`config.mk`:
```
export PLATFORM = sky130hd
export DESIGN_NAME = http_method_recognizer
export DESIGN_NICKNAME = d
export VERILOG_FILES = /design/src/rtl/hmr_pkg.sv /design/src/rtl/http_method_recognizer.sv
export SDC_FILE = /design/constraint.sdc
export NUM_CORES = 1
export LEC_CHECK = 0
export ABC_AREA = 1
export BUFFER_PORTS_ARGS = -buffer_cell sky130_fd_sc_hd__buf_2
export CAP_MARGIN = 10
export CORE_UTILIZATION = 65
export CTS_BUF_LIST = sky130_fd_sc_hd__clkbuf_4
export CTS_CLUSTER_DIAMETER = 30
export DETAILED_ROUTE_END_ITERATION = 10
export PLACE_DENSITY = 0.86
export REMOVE_ABC_BUFFERS = 1
export SLEW_MARGIN = 25
export SYNTH_ARGS = -nofsm -noshare
export SYNTH_HDL_FRONTEND = slang
export SYNTH_SLANG_ARGS = --single-unit
```
`constraint.sdc`:
```
create_clock -name clk -period 6 [get_ports clk]
set_clock_uncertainty 0.1 [all_clocks]
set_input_delay 0.9 -clock clk [delete_from_list [all_inputs] [get_ports clk]]
set_output_delay 0.9 -clock clk [all_outputs]
set_load 0.02 [all_outputs]
```
`src/rtl/hmr_pkg.sv`:
```
package hmr_pkg;

  localparam int STORE_DEPTH   = 11;
  localparam int METHOD_COUNT  = 33;
  localparam int LEN_W         = 4;
  localparam int CODE_W        = 6;

  localparam logic [LEN_W-1:0]  TOKEN_MIN_LEN = 4'd3;
  localparam logic [LEN_W-1:0]  TOKEN_MAX_LEN = 4'd13;
  localparam logic [LEN_W-1:0]  LEN_SATURATE  = 4'd15;
  localparam logic [LEN_W-1:0]  STORE_LIMIT   = 4'd11;
  localparam logic [CODE_W-1:0] CODE_UNKNOWN  = 6'd0;

  typedef logic [8*STORE_DEPTH-1:0] token_word_t;

  typedef struct packed {
    logic [LEN_W-1:0] len;
    token_word_t      text;
  } keyword_t;

  // Keyword text is right-justified: the last character sits in the lowest byte.
  localparam keyword_t KW_TABLE [METHOD_COUNT] = '{
    '{4'd3,  "ACL"},        '{4'd4,  "BIND"},       '{4'd8,  "CHECKOUT"},
    '{4'd7,  "CONNECT"},    '{4'd4,  "COPY"},       '{4'd6,  "DELETE"},
    '{4'd3,  "GET"},        '{4'd4,  "HEAD"},       '{4'd4,  "LINK"},
    '{4'd4,  "LOCK"},       '{4'd8,  "M-SEARCH"},   '{4'd5,  "MERGE"},
    '{4'd10, "MKACTIVITY"}, '{4'd10, "MKCALENDAR"}, '{4'd5,  "MKCOL"},
    '{4'd4,  "MOVE"},       '{4'd6,  "NOTIFY"},     '{4'd7,  "OPTIONS"},
    '{4'd5,  "PATCH"},      '{4'd4,  "POST"},       '{4'd8,  "PROPFIND"},
    '{4'd9,  "PROPPATCH"},  '{4'd5,  "PURGE"},      '{4'd3,  "PUT"},
    '{4'd6,  "REBIND"},     '{4'd6,  "REPORT"},     '{4'd6,  "SEARCH"},
    '{4'd9,  "SUBSCRIBE"},  '{4'd5,  "TRACE"},      '{4'd6,  "UNBIND"},
    '{4'd6,  "UNLINK"},     '{4'd6,  "UNLOCK"},     '{4'd11, "UNSUBSCRIBE"}
  };

  // The token word holds the first byte in the lowest bits.
  function automatic logic [CODE_W-1:0] method_lookup(input token_word_t bytes,
                                                      input logic [LEN_W-1:0] len);
    logic [CODE_W-1:0] code;
    logic              hit;
    int                klen;
    code = CODE_UNKNOWN;
    for (int m = 0; m < METHOD_COUNT; m++) begin
      klen = int'(KW_TABLE[m].len);
      hit  = (len == KW_TABLE[m].len);
      for (int i = 0; i < STORE_DEPTH; i++) begin
        if (i < klen) begin
          if (bytes[8*i +: 8] != KW_TABLE[m].text[8*(klen-1-i) +: 8]) begin
            hit = 1'b0;
          end
        end
      end
      if (hit && (code == CODE_UNKNOWN)) begin
        code = CODE_W'(m + 1);
      end
    end
    if ((len < TOKEN_MIN_LEN) || (len > TOKEN_MAX_LEN)) begin
      code = CODE_UNKNOWN;
    end
    return code;
  endfunction

endpackage

```
`src/rtl/http_method_recognizer.sv`:
```
// The final byte loads the classify stage; the code moves on when the output is free.
// Throughput: one byte per cycle when not stalled; one result per token, back to back.
// The byte store and a one-entry classify stage sit in front of the output register.
// Reset (rst_n low, synchronous) clears the length count and all valid flags.
// The byte store and payload registers are not reset.
module http_method_recognizer (
  input  logic       clk,
  input  logic       rst_n,
  input  logic       in_tvalid,
  output logic       in_tready,
  input  logic [7:0] in_tdata,   // [7:0] token_byte
  input  logic       in_tlast,   // final_byte
  output logic       out_tvalid,
  input  logic       out_tready,
  output logic [7:0] out_tdata   // [5:0] method_code, [7:6] zero
);
  import hmr_pkg::*;

  logic [7:0]        seen_bytes_r [STORE_DEPTH];
  logic [LEN_W-1:0]  token_length_r;
  logic [LEN_W-1:0]  token_length_inc;
  token_word_t       snap_nxt;
  token_word_t       snap_r;
  logic [LEN_W-1:0]  cls_len_r;
  logic              cls_valid_r;
  logic              out_valid_r;
  logic [CODE_W-1:0] code_r;
  logic              in_acc;
  logic              out_free;
  logic              cls_adv;

  assign out_free  = !out_valid_r || out_tready;
  assign cls_adv   = cls_valid_r && out_free;
  assign in_tready = !cls_valid_r || out_free;
  assign in_acc    = in_tvalid && in_tready;

  assign token_length_inc = (token_length_r == LEN_SATURATE) ? token_length_r
                                                             : token_length_r + 1'b1;

  always_comb begin
    for (int i = 0; i < STORE_DEPTH; i++) begin
      snap_nxt[8*i +: 8] = (LEN_W'(i) == token_length_r) ? in_tdata : seen_bytes_r[i];
    end
  end

  always_ff @(posedge clk) begin
    if (!rst_n) begin
      token_length_r <= '0;
      cls_valid_r    <= 1'b0;
      out_valid_r    <= 1'b0;
    end else begin
      if (in_acc) begin
        token_length_r <= in_tlast ? '0 : token_length_inc;
      end
      if (in_acc && in_tlast) begin
        cls_valid_r <= 1'b1;
      end else if (cls_adv) begin
        cls_valid_r <= 1'b0;
      end
      if (cls_adv) begin
        out_valid_r <= 1'b1;
      end else if (out_tready) begin
        out_valid_r <= 1'b0;
      end
    end
  end

  always_ff @(posedge clk) begin
    if (in_acc && (token_length_r < STORE_LIMIT)) begin
      seen_bytes_r[token_length_r] <= in_tdata;
    end
    if (in_acc && in_tlast) begin
      snap_r    <= snap_nxt;
      cls_len_r <= token_length_inc;
    end
    if (cls_adv) begin
      code_r <= method_lookup(snap_r, cls_len_r);
    end
  end

  assign out_tvalid = out_valid_r;
  assign out_tdata  = {2'b00, code_r};

  a_last_clears_length: assert property (@(posedge clk) disable iff (!rst_n)
    (in_acc && in_tlast) |=> (token_length_r == '0))
    else $error("length count not cleared after final byte");

  a_last_loads_classify: assert property (@(posedge clk) disable iff (!rst_n)
    (in_acc && in_tlast) |=> cls_valid_r)
    else $error("final byte did not load the classify stage");

  a_code_in_range: assert property (@(posedge clk) disable iff (!rst_n)
    out_valid_r |-> (code_r <= CODE_W'(METHOD_COUNT)))
    else $error("method code out of range");

  a_classify_moves: assert property (@(posedge clk) disable iff (!rst_n)
    cls_adv |=> out_valid_r)
    else $error("classified token did not reach the output register");

endmodule

```
==> impl_summary.txt, run 1 <==
----------------------------------------------------
[Power]
  Cell-internal power ... roughly 1.7 mW
  Worst vdd rail ir drop ... 0.2832 mV
  Pwr Density ... 231.2 nW/µm²
  Static leakage power ... 3.760 nW
  Sequential share of power ... about two thirds
  Power share of the combinational group ... 5.1%
  Power dissipated by switching net loads ... roughly 520 µW
  Clock power share ... between 20 and 30%
  Switching share of power ... about a quarter

[Worst setup path]
  Data arrival, critical path ... 3.12 ns
  Worst path top cell family by delay ... simple AND/OR/NAND/NOR gates
  Worst Setup End Kind ... flop
  Startpoint type of the worst setup path ... flop
  Critical-path cell with the highest stage delay ... sky130_fd_sc_hd__nor2_1
  Crit path required time ... 6.21 ns
  Type of the worst setup path ... flop to flop
  Reg2Reg Depth ... 9
  Cells along the critical path ... ha_1, inv_1, a21oi_1, nor2_2, nand2_1, nor2_1, inv_1, nand2_1, o21ai_0
  Buffers & Inverters on Critical Path ... 2
  Worst flop-to-flop path endpoint ... snap_r[0]$_DFFE_PP_
  Delay of the slowest critical-path stage ... 0.71 ns
  Largest driver fanout on the critical path ... 16
  Register-to-register setup slack ... 3.09 ns
  FF-to-FF Start ... token_length_r[0]$_SDFFE_PN0P_

[STA]
  Setup ws final ... 3.092 ns
  Setup repair after global routing missed its margin ... false
  Max-slew violations ... 0
  Setup violation total in the final timing report ... 0
  Final number of hold-violating endpoints ... 0
  Worst rel slew slack ... 36.16%
  Maximum operating frequency ... between 300 and 400 MHz
  Setup TNS ... 0 ns
  Transition time at the pin with the least slew margin ... roughly 0.95 ns
  Final critical-path required period ... 2.908 ns
  Share of the clock period used by the worst path ... 48.46%

[Clock tree]
  Number of clock buffers inserted by TritonCTS ... 17
  CTS root buf ... sky130_fd_sc_hd__clkbuf_4
  Htree depth ... 4
  Sinks on Clock Net ... 192
  Post-CTS setup buffers ... 0
  Hold-fix buffers at CTS ... 0
  CTS tree ... done
  PostCTS Resize Cnt ... 0
  Clk Latency, worst-skew pair ... just under 0.6 ns
  Clock-pin slew on the worst setup and hold paths ... 0.14 ns
  Number of buffers on the longest clock path ... 2

[Outcome]
  Violated checks ... design-rule violations
  Outcome ... complete, but fails checks

[Synth]
  Cell count after synthesis ... 962
  Commonest register cell after synthesis ... sky130_fd_sc_hd__edfxtp_1
  Top area cells in the synthesized netlist ... sky130_fd_sc_hd__edfxtp_1 (61%), sky130_fd_sc_hd__nand2_1 (7.7%), sky130_fd_sc_hd__nor2_1 (5.7%)
  Sequential share of the synthesized area ... 62.06%
  Post-Synthesis Mean Instance Area ... 9.557 µm²
  Most instantiated library cell after synthesis ... sky130_fd_sc_hd__nand2_1
  Ys Warns ... 0
  Post-synth top area cell ... sky130_fd_sc_hd__edfxtp_1
  Fraction of post-synthesis cell area in the top cell type by area ... roughly three fifths
  Share of async-settable or async-resettable flops after synthesis ... 0%
  Commonest cells in the netlist ... sky130_fd_sc_hd__nand2_1 (189), sky130_fd_sc_hd__edfxtp_1 (186), sky130_fd_sc_hd__nor2_1 (140), sky130_fd_sc_hd__inv_1 (136), sky130_fd_sc_hd__o21ai_0 (84)
  #FFs+latches synth ... 192
  Number of different library cells in the post-synthesis netlist ... 33
  Synthesized area ... 9194 µm²
  Number of synthesized flops with an enable pin ... between 150 and 200

[Detailed routing]
  DR WL/cell ... 20.98 µm
  Initial drt markers ... 903
  Drt first pass iters ... 9
  Residual antenna-violating net count after detailed routing ... 0
  Total wire length after detailed routing ... 24670 µm
  Residual DRC count ... 1
  Overall via count from detail_route ... 7141
  Via-per-instance ratio ... ~6.1

[Global route]
  Grt ovf ... 0
  Tot GR Track Use ... 35.78%
  Met2 track demand over resource ... 53.96%
  Number of global-route vias before repair ... around 6600
  Antenna violations before repair ... 1
  Fraction of met1 tracks used by global routing ... 48.95%
  Met3 capacity usage during global routing ... 8.506%
  Pin count of the biggest net entering global routing ... 70
  Layer with the highest usage after global routing ... met2
  First-pass GRT wire length ... 36840 µm

[Worst hold path]
  Hold EP ... out_tvalid$_SDFFE_PN0P_
  Class of the tightest hold or removal check ... flop to flop
  Worst hold path depth ... 2
  Hold Path Origin ... cls_valid_r$_SDFFE_PN0P_

[Run]
  Number of maximum-capacitance constraint violations ... 0

[Placement]
  Placer congestion estimate ... approximately 1.0
  Half-perimeter wire length of the detailed placement result ... 18120 µm
  Number of I/O port buffers ... 20
  Setup Slack @ Placement ... 2.594 ns
  Placed Instance Area ... 9474 µm²

[Layout]
  Final-layout fill cell count ... slightly above 1000
  Core occupancy in the finished layout ... a little over two thirds
  Post-route cell area ... around 9700 µm²
  Fraction of layout cells with a size suffix above 1 ... 8.141%
  Post-layout net count ... about 1000
  Growth of design area from synthesis to finish ... 5.553%

[Floorplan]
  Die boundary width ... between 100 and 150 µm
  Die ar. ... around 15000 µm²
  Floorplan die height ... 120.9 µm
  Initial Util ... 66.49%
  Boundary pin count ... 23
  Floorplan core area ... 13830 µm²
  Core Rows ... 43

----------------------------------------------------
[power by group through the flow]
stage / clock [mW] / combinational (mW) / sequential, mW
6_report: 0.612 / 0.115 / 1.52
3_5_place_dp: 0 / 0.113 / 1.55
4_1_cts: 0.615 / 0.113 / 1.51
2_1_floorplan: 0 / 0.0598 / 1.54
3_3_place_gp: 0 / 0.110 / 1.54
5_1_grt: 0.661 / 0.124 / 1.52
[layer usage]
layer	routed length [µm]	vias up	share of wire [%]
li1	-	3309	-
met1	9477	3265	38
met2	11180	494	45
met3	3024	73	12
met4	989	0	4.0
met5	0	-	0
[worst max path at each step]
stage	from	endpoint	cells past startpoint	slack, ns
2_1_floorplan	out_tready	cls_len_r[0]$_DFFE_PP_	4	0.16
3_3_place_gp	out_tready	snap_r[6]$_DFFE_PP_	10	2.72
3_5_place_dp	out_tready	snap_r[6]$_DFFE_PP_	10	2.59
4_1_cts	token_length_r[0]$_SDFFE_PN0P_	snap_r[1]$_DFFE_PP_	9	3.10
5_1_grt	token_length_r[0]$_SDFFE_PN0P_	snap_r[6]$_DFFE_PP_	9	2.86
6_report	token_length_r[0]$_SDFFE_PN0P_	snap_r[0]$_DFFE_PP_	9	3.09
[per-stage QoR]
| step | hold WS (ns) | total power [mW] | cells |
|---|---|---|---|
| 3_3_place_gp | 0.3636 | 1.653 | 1146 |
| 4_1_cts | 0.3936 | 2.243 | 1175 |
| 3_5_place_dp | 0.3892 | 1.658 | 1146 |
| 5_1_grt | 0.4056 | 2.304 | 1176 |
| 6_report | 0.4099 | 2.243 | 1176 |
| 2_1_floorplan | 0.3509 | 1.604 | 942 |
[area by class of cell]
type	instances	area (µm²)	share of cell area, %
clock buffers	18	135.1	1.392
repair buffers	24	130.1	1.341
multi-input cells	609	2884	29.72
inverters	141	529.3	5.454
well taps	180	225.2	2.321
clock inverters	11	92.59	0.9541
diodes	1	2.502	0.02579
flip-flops and latches	192	5705	58.79
[worst reg2reg max path, stage by stage (launching register included)]
cell and delay (ns):
sky130_fd_sc_hd__dfxtp_1 0.40, sky130_fd_sc_hd__ha_1 0.25, sky130_fd_sc_hd__inv_1 0.12, sky130_fd_sc_hd__a21oi_1 0.09, sky130_fd_sc_hd__nor2_2 0.17, sky130_fd_sc_hd__nand2_1 0.14, sky130_fd_sc_hd__nor2_1 0.71, sky130_fd_sc_hd__inv_1 0.41
sky130_fd_sc_hd__nand2_1 0.15, sky130_fd_sc_hd__o21ai_0 0.10
[flip-flops by register name, summed over array words and instances (netlist names)]
register / count
token_length_r: 4
cls_valid_r: 1
snap_r: 88
cls_len_r: 4
seen_bytes_r: 88
out_tvalid: 1
code_r: 6
[cells in the final DEF (no fill, tap or decap), types with 4 or more instances in the layout]
cell / netlist / layout
sky130_fd_sc_hd__nor4_1: 17 / 17
sky130_fd_sc_hd__buf_4: 2 / 4
sky130_fd_sc_hd__edfxtp_1: 186 / 186
sky130_fd_sc_hd__dfxtp_1: 6 / 6
sky130_fd_sc_hd__nor3b_1: 6 / 6
sky130_fd_sc_hd__ha_1: 4 / 4
sky130_fd_sc_hd__nor3_1: 32 / 32
sky130_fd_sc_hd__nand4_1: 40 / 40
sky130_fd_sc_hd__clkbuf_4: 0 / 18
sky130_fd_sc_hd__nor2_1: 140 / 139
sky130_fd_sc_hd__clkinv_2: 0 / 4
sky130_fd_sc_hd__nand3_1: 49 / 49
sky130_fd_sc_hd__inv_1: 136 / 136
sky130_fd_sc_hd__a21oi_1: 13 / 13
sky130_fd_sc_hd__nor2_2: 5 / 5
sky130_fd_sc_hd__nand2_1: 189 / 189
sky130_fd_sc_hd__o21ai_0: 84 / 84
sky130_fd_sc_hd__buf_2: 0 / 20
sky130_fd_sc_hd__inv_2: 5 / 5
sky130_fd_sc_hd__nand2_2: 4 / 4
[cell families after synthesis]
logic type | synth area share, %
compound gates | 5.593
xor+xnor | 0.09528
buf+inv | 6.696
fa+ha+maj | 0.5444
other cells | 0.04079
flops | 62.06
simple gates | 24.97
Note: power is estimated with default switching activity, not from simulation.
==> inputs of run 2 (changes only) <==
Clock period 6 ns to 2.77 ns, I/O delays scaled along.
==> run 2 against run 1 <==
The flow still finishes with violations (design-rule violations). Worst hold slack worse by 0.36 ns. Setup slack got worse by 2.8 ns. Die area stayed put. Clock power increased by 140%. Utilization rose by 1.7 points. Largest cell class unchanged.
==> impl_summary.txt, run 2 (synthesis results as in run 1) <==
----------------------------------------------------
[Clock tree]
  PostCTS Resize Cnt ... 0 (unchanged)
  Sinks on Clock Net ... 192 (unchanged)
  CTS tree ... done (unchanged)
  Post-CTS setup buffers ... 0 (unchanged)
  Htree depth ... 4 (unchanged)
  CTS root buf ... sky130_fd_sc_hd__clkbuf_4 (unchanged)
  Hold-fix buffers at CTS ... 2 (was 0)
  Clock-pin slew on the worst setup and hold paths ... 0.16 ns (was 0.14 ns)
  Clk Latency, worst-skew pair ... 0.59 ns (was 0.58 ns)
  Number of clock buffers inserted by TritonCTS ... 17 (unchanged)
  Number of buffers on the longest clock path ... 2 (unchanged)

[STA]
  Setup TNS ... 0 ns (unchanged)
  Worst rel slew slack ... 42.12% (was 36.16%)
  Final critical-path required period ... 2.435 ns (was 2.908 ns)
  Maximum operating frequency ... 410.7 MHz (was 343.9 MHz)
  Transition time at the pin with the least slew margin ... 0.8682 ns (was 0.9502 ns)
  Max-slew violations ... 0 (unchanged)
  Setup ws final ... 0.3354 ns (was 3.092 ns)
  Final number of hold-violating endpoints ... 0 (unchanged)
  Share of the clock period used by the worst path ... 87.89% (was 48.46%)
  Setup repair after global routing missed its margin ... false (unchanged)
  Setup violation total in the final timing report ... 0 (unchanged)

[Floorplan]
  Die boundary width ... 120.9 µm (unchanged)
  Floorplan die height ... 120.9 µm (unchanged)
  Initial Util ... 66.49% (unchanged)
  Die ar. ... 14620 µm² (unchanged)
  Floorplan core area ... 13830 µm² (unchanged)
  Boundary pin count ... 23 (unchanged)
  Core Rows ... 43 (unchanged)

[Placement]
  Placed Instance Area ... 9637 µm² (was 9474 µm²)
  Setup Slack @ Placement ... 0.4180 ns (was 2.594 ns)
  Number of I/O port buffers ... 20 (unchanged)
  Placer congestion estimate ... 1.032 (was 1.030)
  Half-perimeter wire length of the detailed placement result ... 19240 µm (was 18120 µm)

[Layout]
  Fraction of layout cells with a size suffix above 1 ... 10.20% (was 8.141%)
  Biggest regs ... seen_bytes_r x88, snap_r x88, code_r x6 (unchanged)
  Area of the multi-input gates ... 2884 µm² (unchanged)
  Most frequent standard cell in the layout excluding fill and tap cells ... sky130_fd_sc_hd__nand2_1 (unchanged)
  Growth of design area from synthesis to finish ... 8.111% (was 5.553%)
  Seq. cell area ... 5705 µm² (unchanged)
  Core occupancy in the finished layout ... 71.88% (was 70.18%)
  Post-route cell area ... 9940 µm² (was 9704 µm²)
  Final-layout fill cell count ... 961 (was 1011)
  Post-layout net count ... 1024 (was 1002)
  Top library cells by usage in the layout, fill and taps aside ... sky130_fd_sc_hd__nand2_1 (189), sky130_fd_sc_hd__edfxtp_1 (186), sky130_fd_sc_hd__nor2_1 (139), sky130_fd_sc_hd__inv_1 (136), sky130_fd_sc_hd__o21ai_0 (84) (unchanged)

[Worst setup path]
  Startpoint type of the worst setup path ... flop (unchanged)
  Largest driver fanout on the critical path ... 3 (was 16)
  Crit path required time ... 3.13 ns (was 6.21 ns)
  Worst Setup End Kind ... flop (unchanged)
  Data arrival, critical path ... 2.79 ns (was 3.12 ns)
  Register-to-register setup slack ... 0.34 ns (was 3.09 ns)
  Type of the worst setup path ... flop to flop (unchanged)

[Detailed routing]
  Overall via count from detail_route ... 7393 (was 7141)
  DR WL/cell ... 21.66 µm (was 20.98 µm)
  Initial drt markers ... 1027 (was 903)
  Total wire length after detailed routing ... 26010 µm (was 24670 µm)
  Drt first pass iters ... 8 (was 9)
  Via-per-instance ratio ... 6.156 (was 6.072)
  Residual DRC count ... 1 (unchanged)
  Residual antenna-violating net count after detailed routing ... 0 (unchanged)

[Global route]
  Number of global-route vias before repair ... 6968 (was 6590)
  First-pass GRT wire length ... 39110 µm (was 36840 µm)
  Grt ovf ... 0 (unchanged)
  Pin count of the biggest net entering global routing ... 72 (was 70)
  Tot GR Track Use ... 37.77% (was 35.78%)
  Antenna violations before repair ... 1 (unchanged)

[Run]
  Number of maximum-capacitance constraint violations ... 0 (unchanged)

[Outcome]
  Outcome ... complete, but fails checks (unchanged)
  Violated checks ... design-rule violations (unchanged)

[Power]
  Post-route total power ... 5.022 mW (was 2.243 mW)
  Worst vdd rail ir drop ... 0.5312 mV (was 0.2832 mV)
  Pwr Density ... 505.3 nW/µm² (was 231.2 nW/µm²)
  Static leakage power ... 3.890 nW (was 3.760 nW)

[Worst hold path]
  Class of the tightest hold or removal check ... primary input to flop (was flop to flop)

----------------------------------------------------
[run 2: critical path: stages (launching register included)]
cell and delay (ns):
sky130_fd_sc_hd__edfxtp_1 0.44, sky130_fd_sc_hd__nor4_1 0.61, sky130_fd_sc_hd__nand2_1 0.14, sky130_fd_sc_hd__nor2_1 0.20
sky130_fd_sc_hd__nand2_1 0.17, sky130_fd_sc_hd__nor2_1 0.12, sky130_fd_sc_hd__nand3_1 0.15, sky130_fd_sc_hd__nand4_1 0.13
sky130_fd_sc_hd__nor2_1 0.05, sky130_fd_sc_hd__nand4_1 0.07, sky130_fd_sc_hd__nor2_1 0.05, sky130_fd_sc_hd__nand4_1 0.08
[run 2: area by class of cell]
type,count,area share [%]
Tap cell,180,2.266
Clock buffer,17,1.284
Sequential cell,192,57.40
Inverter,141,5.325
Antenna cell,1,0.02518
Multi-Input combinational cell,609,29.02
Clock inverter,15,1.536
Timing Repair Buffer,46,3.147
[run 2: final timing paths]
path                            start                             end  cells after the start
max              snap_r[13]$_DFFE_PP_         code_r[4]$_SDFFCE_PP0P_                     11
min                          in_tlast  token_length_r[3]$_SDFFE_PN0P_                      4
max reg2reg      snap_r[13]$_DFFE_PP_         code_r[4]$_SDFFCE_PP0P_                     11
min reg2reg  cls_valid_r$_SDFFE_PN0P_         out_tvalid$_SDFFE_PN0P_                      2
[run 2: power by group]
group          internal (mW)  switching [mW]
clock                  0.472            1.01
sequential              3.24          0.0398
combinational         0.0532           0.209
[run 2: stage by stage]
step | hold slack [ns] | cells
5_1_grt | 0.02689 | 1201
6_report | 0.04939 | 1201
4_1_cts | 0.02358 | 1200
3_3_place_gp | 0.3588 | 1166
2_1_floorplan | 0.3509 | 942
3_5_place_dp | 0.3782 | 1166
[run 2: metal layers]
layer / GRT usage (%) / vias to the layer above / wire (µm) / share of wire [%]
met5: 0 / - / 0 / 0
met3: 10.29 / 80 / 2915 / 11
met1: 50.79 / 3448 / 9981 / 38
met4: 19.14 / 0 / 1058 / 4.1
li1: - / 3363 / - / -
met2: 56.79 / 502 / 12060 / 46
==> inputs of run 3 (changes only) <==
==> constraint.sdc (replaced) <==
create_clock -name clk -period 2.77 [get_ports clk]
set_clock_uncertainty 0.1 [all_clocks]
set_input_delay 0.277 -clock clk [delete_from_list [all_inputs] [get_ports clk]]
set_output_delay 0.277 -clock clk [all_outputs]
set_load 0.02 [all_outputs]
==> run 3 against run 2 <==
The run still ends with design-rule violations left. Final area increased by 1.5%. Non-clock buffer count increased by 14. Final cell count increased by 1.2%. Count of clock-buffer cells in the layout increased by 1. Largest cell class unchanged. Power increased by 0.76%. Critical path depth unchanged. Setup slack got worse by 0.093 ns. Worst hold slack improved by 0.36 ns. Sequential cell count unchanged.
==> impl_summary.txt, run 3 (synthesis results as in run 1) <==
----------------------------------------------------
[Outcome]
  Outcome ... complete, but fails checks (unchanged)
  Violated checks ... design-rule violations (unchanged)

[Worst hold path]
  Class of the tightest hold or removal check ... flop to flop (was primary input to flop)
  Hold Path Origin ... cls_valid_r$_SDFFE_PN0P_ (was in_tlast)

[Power]
  Pwr Density ... 501.5 nW/µm² (was 505.3 nW/µm²)
  Worst vdd rail ir drop ... 0.5063 mV (was 0.5312 mV)
  Static leakage power ... 3.958 nW (was 3.890 nW)

[Detailed routing]
  Residual DRC count ... 1 (unchanged)
  Total wire length after detailed routing ... 26960 µm (was 26010 µm)
  Overall via count from detail_route ... 7519 (was 7393)
  Drt first pass iters ... 10 (was 8)
  Initial drt markers ... 1071 (was 1027)
  Residual antenna-violating net count after detailed routing ... 0 (unchanged)
  Via-per-instance ratio ... 6.188 (was 6.156)
  DR WL/cell ... 22.19 µm (was 21.66 µm)

[STA]
  Setup ws final ... 0.2427 ns (was 0.3354 ns)
  Share of the clock period used by the worst path ... 91.24% (was 87.89%)
  Final critical-path required period ... 2.527 ns (was 2.435 ns)
  Final number of hold-violating endpoints ... 0 (unchanged)
  Maximum operating frequency ... 395.7 MHz (was 410.7 MHz)
  Max-slew violations ... 0 (unchanged)
  Worst rel slew slack ... 55.63% (was 42.12%)
  Setup violation total in the final timing report ... 0 (unchanged)
  Transition time at the pin with the least slew margin ... 0.6655 ns (was 0.8682 ns)
  Setup repair after global routing missed its margin ... false (unchanged)

[Layout]
  Growth of design area from synthesis to finish ... 9.757% (was 8.111%)
  Fraction of layout cells with a size suffix above 1 ... 10.44% (was 10.20%)
  Seq. cell area ... 5705 µm² (unchanged)
  Core occupancy in the finished layout ... 72.98% (was 71.88%)
  Top library cells by usage in the layout, fill and taps aside ... sky130_fd_sc_hd__nand2_1 (189), sky130_fd_sc_hd__edfxtp_1 (186), sky130_fd_sc_hd__nor2_1 (139), sky130_fd_sc_hd__inv_1 (136), sky130_fd_sc_hd__o21ai_0 (84) (unchanged)
  Final-layout fill cell count ... 921 (was 961)
  Post-layout net count ... 1038 (was 1024)
  Biggest regs ... seen_bytes_r x88, snap_r x88, code_r x6 (unchanged)
  Area of the multi-input gates ... 2890 µm² (was 2884 µm²)
  Most frequent standard cell in the layout excluding fill and tap cells ... sky130_fd_sc_hd__nand2_1 (unchanged)
  Non-Filler Instances ... 1215 (was 1201)

[Worst setup path]
  Startpoint type of the worst setup path ... flop (unchanged)
  Type of the worst setup path ... flop to flop (unchanged)
  Register-to-register setup slack ... 0.24 ns (was 0.34 ns)
  Critical path startpoint ... snap_r[23]$_DFFE_PP_ (was snap_r[13]$_DFFE_PP_)
  Data arrival, critical path ... 2.89 ns (was 2.79 ns)
  Crit path required time ... 3.14 ns (was 3.13 ns)
  FF-to-FF Start ... snap_r[23]$_DFFE_PP_ (was snap_r[13]$_DFFE_PP_)
  Largest driver fanout on the critical path ... 4 (was 3)
  Worst Setup End Kind ... flop (unchanged)

[Clock tree]
  Post-CTS setup buffers ... 0 (unchanged)
  Clk Latency, worst-skew pair ... 0.60 ns (was 0.59 ns)
  Sinks on Clock Net ... 192 (unchanged)
  CTS tree ... done (unchanged)
  Htree depth ... 4 (unchanged)
  Number of clock buffers inserted by TritonCTS ... 17 (unchanged)
  Number of buffers on the longest clock path ... 2 (unchanged)
  CTS root buf ... sky130_fd_sc_hd__clkbuf_4 (unchanged)
  Clock-pin slew on the worst setup and hold paths ... 0.16 ns (about the same)

[Placement]
  Cell count after placement ... 1169 (was 1166)
  Number of I/O port buffers ... 20 (unchanged)
  Setup Slack @ Placement ... 0.3119 ns (was 0.4180 ns)
  Half-perimeter wire length of the detailed placement result ... 19650 µm (was 19240 µm)
  Placer congestion estimate ... 1.077 (was 1.032)

[Global route]
  Tot GR Track Use ... 38.62% (was 37.77%)
  First-pass GRT wire length ... 39900 µm (was 39110 µm)
  Layer with the highest usage after global routing ... met2 (unchanged)
  Met3 capacity usage during global routing ... 7.613% (was 10.29%)
  Fraction of met1 tracks used by global routing ... 51.13% (was 50.79%)
  Grt ovf ... 0 (unchanged)
  Antenna violations before repair ... 1 (unchanged)
  Met2 track demand over resource ... 61.18% (was 56.79%)
  Number of global-route vias before repair ... 7012 (was 6968)
  Pin count of the biggest net entering global routing ... 35 (was 72)

[Floorplan]
  Core Rows ... 43 (unchanged)
  Initial Util ... 66.49% (unchanged)
  Floorplan die height ... 120.9 µm (unchanged)
  Die boundary width ... 120.9 µm (unchanged)
  Die ar. ... 14620 µm² (unchanged)
  Boundary pin count ... 23 (unchanged)
  Floorplan core area ... 13830 µm² (unchanged)

[Run]
  Number of maximum-capacitance constraint violations ... 0 (unchanged)

----------------------------------------------------
==> run 3: changes by cell type in the layout (fill, tap and decap cells not counted) <==
cell and delta:
sky130_fd_sc_hd__buf_4 +2, sky130_fd_sc_hd__inv_6 +2, sky130_fd_sc_hd__clkinvlp_4 -1, sky130_fd_sc_hd__nor4_2 +1, sky130_fd_sc_hd__buf_12 +1, sky130_fd_sc_hd__nor4_1 -1
sky130_fd_sc_hd__clkbuf_4 +1, sky130_fd_sc_hd__clkinv_4 -2, sky130_fd_sc_hd__dlygate4sd3_1 +11
==> run 3: timing repair <==
item / CTS / global route
endpoints found under the setup margin: 0 / 5
hold buffers: 13 / 0
hold endpoints to repair: 75 / 0
gates resized for setup: 0 / 1
==> run 3: worst max-delay path: stages, from the launching register on <==
cell and delay (ns):
sky130_fd_sc_hd__edfxtp_1 0.41, sky130_fd_sc_hd__nor2_1 0.23, sky130_fd_sc_hd__nand2_1 0.18, sky130_fd_sc_hd__inv_1 0.11, sky130_fd_sc_hd__nand2_1 0.13, sky130_fd_sc_hd__nor4_1 0.39, sky130_fd_sc_hd__buf_4 0.20, sky130_fd_sc_hd__nor3b_2 0.32
sky130_fd_sc_hd__nor3_1 0.11, sky130_fd_sc_hd__nand4_1 0.09, sky130_fd_sc_hd__nor2_1 0.07, sky130_fd_sc_hd__nand4_1 0.07
==> run 3: stage by stage <==
| stage | TNS [ns] | hold WS (ns) | cell area [µm²] | power, mW |
|---|---|---|---|---|
| floorplan | -235.71 | 0.2746 | 9111 | 3.474 |
| global placement | 0 | 0.3575 | 9672 | 3.591 |
| detailed placement | 0 | 0.3780 | 9672 | 3.601 |
| CTS | 0 | 0.3832 | 10080 | 5.015 |
| global route | 0 | 0.4257 | 10090 | 5.168 |
| finish | 0 | 0.4119 | 10090 | 5.060 |
==> run 3: power by group <==
| group | total (mW) | leakage (nW) | internal (mW) | switching (mW) |
|---|---|---|---|---|
| combinational | 0.284 | 2.04 | 0.0687 | 0.216 |
| clock | 1.50 | 0.150 | 0.486 | 1.01 |
| sequential | 3.28 | 1.77 | 3.24 | 0.0393 |
| total | 5.06 | 3.96 | 3.80 | 1.26 |
==> run 3: layout make-up <==
type                       count  area share (%)
clock inverter                14           1.438
clock buffer                  18           1.339
inverter                     141           5.245
timing repair buffer          60           4.538
tap                          180           2.232
antenna                        1         0.02480
sequential                   192           56.54
multi-input combinational    609           28.64
==> run 3: routing by layer <==
layer  part of all wire (%)  wire length (µm)
met5                      0                 0
met4                    4.5              1213
met3                     11              2937
met2                     47             12630
met1                     38             10190
==> run 3: worst paths after layout <==
| kind | cells after the start | end |
|---|---|---|
| max reg2reg | 11 | code_r[0]$_SDFFCE_PP0P_ |
| max | 11 | code_r[0]$_SDFFCE_PP0P_ |
| min | 2 | out_tvalid$_SDFFE_PN0P_ |
| min reg2reg | 2 | out_tvalid$_SDFFE_PN0P_ |
